--- src/rtl/a_star_shortest_path_defines.svh ---
// Assertion macros shared by the A* search block.
`ifndef A_STAR_SHORTEST_PATH_DEFINES_SVH
`define A_STAR_SHORTEST_PATH_DEFINES_SVH

// Same-cycle implication, checked on clk outside reset.
`define ASTAR_ASSERT_IMP(lbl, ante, cons, msg) \
  lbl: assert property (@(posedge clk) disable iff (!rst_n) (ante) |-> (cons)) \
    else $error(msg);

// Next-cycle implication, checked on clk outside reset.
`define ASTAR_ASSERT_NXT(lbl, ante, cons, msg) \
  lbl: assert property (@(posedge clk) disable iff (!rst_n) (ante) |=> (cons)) \
    else $error(msg);

`endif

--- src/rtl/astar_pkg.sv ---
// Types, constants and helper functions of the A* search block.
package astar_pkg;

  localparam int IDX_W    = 6;
  localparam int COORD_W  = 16;
  localparam int WEIGHT_W = 16;
  localparam int COST_W   = 32;
  localparam int FRAC_W   = 8;
  localparam int CNT_W    = 7;

  localparam logic [COST_W-1:0] COST_INF = '1;

  localparam logic [1:0] CMD_VERTEX = 2'd0;
  localparam logic [1:0] CMD_EDGE   = 2'd1;
  localparam logic [1:0] CMD_SEARCH = 2'd2;

  localparam int RAD_W      = 50;
  localparam int ROOT_W     = 25;
  localparam int REM_W      = 27;
  localparam int SQRT_STEPS = 25;

  typedef struct packed {
    logic               go;
    logic [COORD_W-1:0] ax;
    logic [COORD_W-1:0] ay;
  } astar_hreq_t;

  typedef struct packed {
    logic              done;
    logic [COST_W-1:0] value;
  } astar_hrsp_t;

  function automatic logic [COST_W-1:0] sat_add(input logic [COST_W-1:0] a,
                                                input logic [COST_W-1:0] b);
    logic [COST_W:0] s;
    s = {1'b0, a} + {1'b0, b};
    return s[COST_W] ? COST_INF : s[COST_W-1:0];
  endfunction

  function automatic logic [COORD_W-1:0] abs_diff(input logic [COORD_W-1:0] a,
                                                  input logic [COORD_W-1:0] b);
    logic signed [COORD_W:0] d;
    logic signed [COORD_W:0] m;
    d = $signed({a[COORD_W-1], a}) - $signed({b[COORD_W-1], b});
    m = d[COORD_W] ? -d : d;
    return m[COORD_W-1:0];
  endfunction

endpackage

--- src/rtl/astar_hsqrt.sv ---
// Euclidean heuristic unit: squares, sum, then bit-serial integer square root.
module astar_hsqrt (
  input  logic                    clk,
  input  logic                    rst_n,
  input  astar_pkg::astar_hreq_t  hreq,
  output astar_pkg::astar_hrsp_t  hrsp
);

  typedef enum logic [1:0] {H_IDLE, H_MUL, H_SUM, H_ROOT} state_t;

  state_t                                state_r;
  logic [astar_pkg::COORD_W-1:0]         ax_r;
  logic [astar_pkg::COORD_W-1:0]         ay_r;
  logic [2*astar_pkg::COORD_W-1:0]       sqx_r;
  logic [2*astar_pkg::COORD_W-1:0]       sqy_r;
  logic [astar_pkg::RAD_W-1:0]           rad_r;
  logic [astar_pkg::ROOT_W-1:0]          root_r;
  logic [astar_pkg::REM_W-1:0]           rem_r;
  logic [4:0]                            step_r;
  logic                                  done_r;

  logic [astar_pkg::REM_W+1:0]           rem_t;
  logic [astar_pkg::REM_W+1:0]           trial;
  logic [astar_pkg::REM_W+1:0]           diff;
  logic                                  ge;
  logic [2*astar_pkg::COORD_W:0]         sq_sum;

  assign rem_t  = {rem_r, rad_r[astar_pkg::RAD_W-1 -: 2]};
  assign trial  = {2'b00, root_r, 2'b01};
  assign ge     = (rem_t >= trial);
  assign diff   = rem_t - trial;
  assign sq_sum = {1'b0, sqx_r} + {1'b0, sqy_r};

  always_ff @(posedge clk) begin
    if (!rst_n) begin
      state_r <= H_IDLE;
      done_r  <= 1'b0;
    end else begin
      done_r <= 1'b0;
      case (state_r)
        H_IDLE: begin
          if (hreq.go) begin
            ax_r    <= hreq.ax;
            ay_r    <= hreq.ay;
            state_r <= H_MUL;
          end
        end
        H_MUL: begin
          sqx_r   <= ax_r * ax_r;
          sqy_r   <= ay_r * ay_r;
          state_r <= H_SUM;
        end
        H_SUM: begin
          rad_r   <= {sq_sum, 16'b0};
          root_r  <= '0;
          rem_r   <= '0;
          step_r  <= '0;
          state_r <= H_ROOT;
        end
        H_ROOT: begin
          rad_r  <= {rad_r[astar_pkg::RAD_W-3:0], 2'b00};
          rem_r  <= ge ? diff[astar_pkg::REM_W-1:0] : rem_t[astar_pkg::REM_W-1:0];
          root_r <= {root_r[astar_pkg::ROOT_W-2:0], ge};
          step_r <= step_r + 5'd1;
          if (step_r == 5'(astar_pkg::SQRT_STEPS - 1)) begin
            done_r  <= 1'b1;
            state_r <= H_IDLE;
          end
        end
        default: state_r <= H_IDLE;
      endcase
    end
  end

  assign hrsp.done  = done_r;
  assign hrsp.value = astar_pkg::COST_W'(root_r);

endmodule

--- config.mk ---
export PLATFORM = sky130hd
export DESIGN_NAME = astar_hsqrt
export DESIGN_NICKNAME = d
export VERILOG_FILES = /design/src/rtl/a_star_shortest_path_defines.svh /design/src/rtl/astar_pkg.sv /design/src/rtl/astar_hsqrt.sv
export SDC_FILE = /design/constraint.sdc
export NUM_CORES = 1
export LEC_CHECK = 0
export BUFFER_PORTS_ARGS = -buffer_cell sky130_fd_sc_hd__buf_2
export CORE_ASPECT_RATIO = 1.2
export CORE_MARGIN = 2
export CORE_UTILIZATION = 54
export CTS_CLUSTER_DIAMETER = 80
export DETAILED_ROUTE_END_ITERATION = 8
export PLACE_DENSITY = 0.82
export SYNTH_ARGS = -nofsm -noshare
export SYNTH_HDL_FRONTEND = slang
export SYNTH_SLANG_ARGS = --single-unit
--- constraint.sdc ---
create_clock -name clk -period 8.1 [get_ports clk]
set_input_delay 1.62 -clock clk [delete_from_list [all_inputs] [get_ports clk]]
set_output_delay 1.62 -clock clk [all_outputs]
set_load 0.1 [all_outputs]
Word level (Yosys, flattened, before mapping)
Cells that the tools add are included.
{ "word_totals": {"register_bits": 206, "output_inout_bits": 33, "elab_cells": 38} }
{ "classes": {"add_sub_neg": 3, "multipliers": 2, "n_lt_le_gt_ge": 1, "n_eq_ne": 6, "muxes": 9, "reduce_logical": 7} }
{ "op_table": {"columns": ["cell", "n"], "rows": [
  ["$pmux W50 S2", 1],
  ["$mul A16 B16 Y32", 2],
  ["$pmux W27 S2", 1],
  ["$pmux W25 S2", 1],
  ["$add A32 B32 Y33", 1],
  ["$ge A29 B27 Y1", 1],
  ["$mux W27", 1],
  ["$sub A27 B27 Y27", 1],
  ["$pmux W5 S2", 1],
  ["$pmux W2 S4", 1],
  ["$reduce_and A2 Y1", 4],
  ["$add A5 B1 Y5 const B", 1],
  ["$eq A5 B5 Y1 const B", 1],
  ["$eq A2 B2 Y1 const B", 2],
  ["$mux W2", 2],
  ["$ne A2 B2 Y1 const B", 2],
  ["$reduce_and A3 Y1", 1],
  ["$eq A2 B1 Y1 const B", 1],
  ["$logic_not A2 Y1", 1],
  ["$reduce_bool A2 Y1", 1],
  ["$mux W1", 1]
]} }

Logic depth before layout (Yosys ltp)
{ "depth": {"word_depth": 3, "mapped_depth": 25, "depth_no_buf": 23} }

Worst setup path before layout
No wires, ideal clock.
{ "synth_path": {"path_type": "reg-to-reg", "start": "register ay_r[9] (netlist name)", "end": "register sqy_r[31] (netlist name), data pin", "setup_ps": 265, "arrival_ps": 6040, "required_ps": 7835, "setup_slack_ps": 1795, "path_stages_with_launch": 24, "path_buffers": 1, "path_cell_list": "edfxtp_1 > clkbuf_1 > and2_1 > inv_1 > fa_1 > inv_1 > fa_1 > inv_1 > fa_1 > inv_1 > fa_1 > fa_1 > inv_1 > fa_1 > inv_1 > ha_1 > a211oi_1 > a211oi_1 > o31ai_1 > o21ai_1 > o41ai_2 > o21ai_1 > a311oi_1 > xnor2_1"} }
{ "synth_via": {"elab_chain_cells": 1} }
{ "synth_rtl": {"columns": ["element", "line", "source"], "rows": [
  ["start: declaration", "astar_hsqrt.sv:13", "logic [astar_pkg::COORD_W-1:0] ay_r;"],
  ["start signal: assignment", "astar_hsqrt.sv:44", "ay_r <= hreq.ay;"],
  ["$mul A16 B16 Y32", "astar_hsqrt.sv:50", "sqy_r <= ay_r * ay_r;"],
  ["end signal: assignment", "astar_hsqrt.sv:50", null],
  ["end: declaration", "astar_hsqrt.sv:15", "logic [2*astar_pkg::COORD_W-1:0] sqy_r;"]
]} }
Every way passes these cells.
A chain may end at the register's enable or synchronous reset.

Worst setup path in the final report
{ "layout_path": {"start": "register ay_r[5] (netlist name)", "end": "register sqy_r[31] (netlist name), data pin"} }
The elaborated chain is that of the path after synthesis.

==> impl_metrics.yaml <==
run_status:
  outcome: "finished, final reports clean"
setup_path:
  start_kind: "register"
  cpPeakStageDelay_ns: 0.73
  required_ns: 8.30
  crit_type: "register to register"
  startpoint: "ay_r[5]"
  timing.critical_path.cells: "and2_1, inv_1, fa_1, inv_1, fa_1, inv_1, fa_1, inv_1, fa_1, fa_1, inv_1, fa_1, inv_1, ha_1, a211oi_1, a211oi_1, o31ai_1, o21ai_1, o41ai_2, o21ai_1, a311oi_1, xnor2_1"
  r2r_slack_ns: 1.24
  critPathCaptureType: "register"
  r2r-start: "ay_r[5]"
  endpoint: "sqy_r[31]"
  worstPathMaxFanout: 17
  critPathSlowestCell: "edfxtp_1"
  r2r_end: "sqy_r[31]"
  crit_arrival_ns: 7.06
  r2r_cells: 22
cts:
  cts_max_level: 4
  cts_tree: "yes"
  cts_resized: 0
  clk_pin_slew_ns: 0.08
  root_buffer: "clkbuf_16"
  hold_buffers: 0
  clock_latency_ns: 0.46
  cts_buffer_depth: 2
  cts_buffers: 17
  clock_sinks: 188
  cts_setup_buffers: 0
floorplan:
  io_pins: 68
  die_area_um2: 46100
  start_util_pct: 54.70
  core_um2: 43830
  rows: 84
  die_h_um: 234.8
  die_w_um: 196.3
cells_and_area:
  layout.nets: 3122
  drive_above_1_share_pct: 5.427
  final_common_cell: "inv_1"
  antenna_cells: 0
  areaGrowthSynthToFinish_pct: 5.658
  fillCellCount: 3536
  final_cell_mix: "564 x inv_1, 326 x fa_1, 266 x ha_1, 252 x nand2_1, 185 x edfxtp_1"
global_routing:
  grt_pass1_vias: 18560
  antenna_found_initial: 0
  grt-ovfl-total: 0
  grt_usage_pct: 23.04
  grt_pass1_wl_um: 85450
  grt_max_degree: 87
sta:
  final_max_slew_viol_count: 0
  layout_min_cycle_time_ns: 6.862
  relSlewSlack_pct: 25.42
  max_clock_freq_mhz: 145.7
  grt_setup_unrepaired: "no"
  setup_tns_ns: 0
  tightestPinTransition_ns: 1.119
  skew_ns: 0.01391
  holdWs_ns: 0.5412
  final-setup-viol-count: 0
  hold_violations: 0
  finalCritPeriodShare_pct: 84.72
yosys:
  synth_seq_cells: 188
  synth_area_um2: 23970
  synth-main-ff-cell: "edfxtp_1"
  synth_top_area_share_pct: 27.22
  synth-edff-count: 185
  ys_seq_area_share_pct: 23.43
  synthArstFlopShare_pct: 0
  ys_warn_count: 0
  avgSynthCellArea_um2: 9.678
  synth.distinct_cells: 73
  yosysTopAreaCell: "fa_1"
  synth_cells: 2477
  synthTopCellsByArea: "fa_1 27%, edfxtp_1 23%, ha_1 14%"
route:
  drt-pass1-iter-count: 5
  ant_nets: 0
  drcViolationCount: 0
  vias: 16960
  drt-initial-drc-count: 947
  routed_via_density: 5.532
  avgRoutedWirePerCell_um: 16.44
  wirelength_um: 50390
worst_hold_path:
  hold_depth: 2
  hold_path.class: "register to register"
  holdCritStartpoint: "rad_r[31]"
placed_design:
  dp_hpwl_um: 40070
  gp_congestion: 0.9214
  portBuffers: 60
flow_run:
  drv_cap: 0
==> worst min-delay path by stage <==
stage | endpoint | slack (ns)
6_report | rad_r[33] | 0.54
5_1_grt | rad_r[32] | 0.57
4_1_cts | rad_r[19] | 0.55
3_5_place_dp | rad_r[46] | 0.52
3_3_place_gp | rad_r[20] | 0.51
2_1_floorplan | sqy_r[0] | 0.45
==> synth_stat cells, drive strengths merged (40+ instances only) <==
master,number
inv,564
fa,326
ha,267
nand2,252
edfxtp,185
nor2,124
a21oi,107
xnor2,80
o21ai,74
and2,72
clkbuf,63
a21o,50
xor2,40
==> metrics by stage <==
step	util [%]	area, um2	setup WS, ns	std cells
CTS	57.79	25330	1.259	3065
detailed placement	56.46	24750	1.288	3034
finish	57.79	25330	1.238	3065
global route	57.79	25330	0.8139	3065
global placement	56.46	24750	1.445	3034
floorplan	-	23990	1.795	2483
==> cells by family (layout without fill, tap and decap cells) <==
logic type	count (synthesis)	count (layout)	share of synthesized area [%]
muxes	4	4	0.1827
xor gates and xnor gates	120	120	4.384
AOI/OAI and AO/OA	344	344	9.437
and+or+nand+nor	586	586	11.21
buffers and inverters	641	664	10.18
other	1	7	0.01564
DFF	188	188	23.43
adders and majority gates	593	593	41.16
==> critical path: cells and delay by family (launching register included) <==
family	cells	cell delay [ns]
adders and majority gates	7	3.40
AOI/OAI and AO/OA	7	1.75
DFF	1	0.73
xor gates and xnor gates	1	0.12
and+or+nand+nor	1	0.26
buffers and inverters	6	0.32
==> state kept, by name, summed over array words and instances, names as in the netlist <==
register,count
rem_r,27
rad_r,34
ay_r,16
state_r,2
sqx_r,31
root_r,25
sqy_r,31
ax_r,16
done_r,1
step_r,5
==> layout make-up <==
cell class                 instances  area [um2]  area share, %
tap                              559       699.4          2.761
timing repair buffer              67       352.8          1.393
inverter                         566        2125          8.388
clock buffer                      18       429.2          1.694
sequential                       188        5615          22.17
multi-input combinational       1654       15950          62.99
clock inverter                    13       152.6         0.6027
==> per-layer routing <==
layer / part of all wire [%] / vias up / GRT usage, %
met5: 0 / - / 0
met4: 4.6 / 0 / 11.52
met3: 3.9 / 163 / 2.885
met2: 54 / 483 / 42.04
met1: 38 / 8401 / 26.46
li1: - / 7909 / -
Power is left out: the tool's default activity adds up to more than one toggle a clock period on the data nets, which glitch-free logic cannot reach.
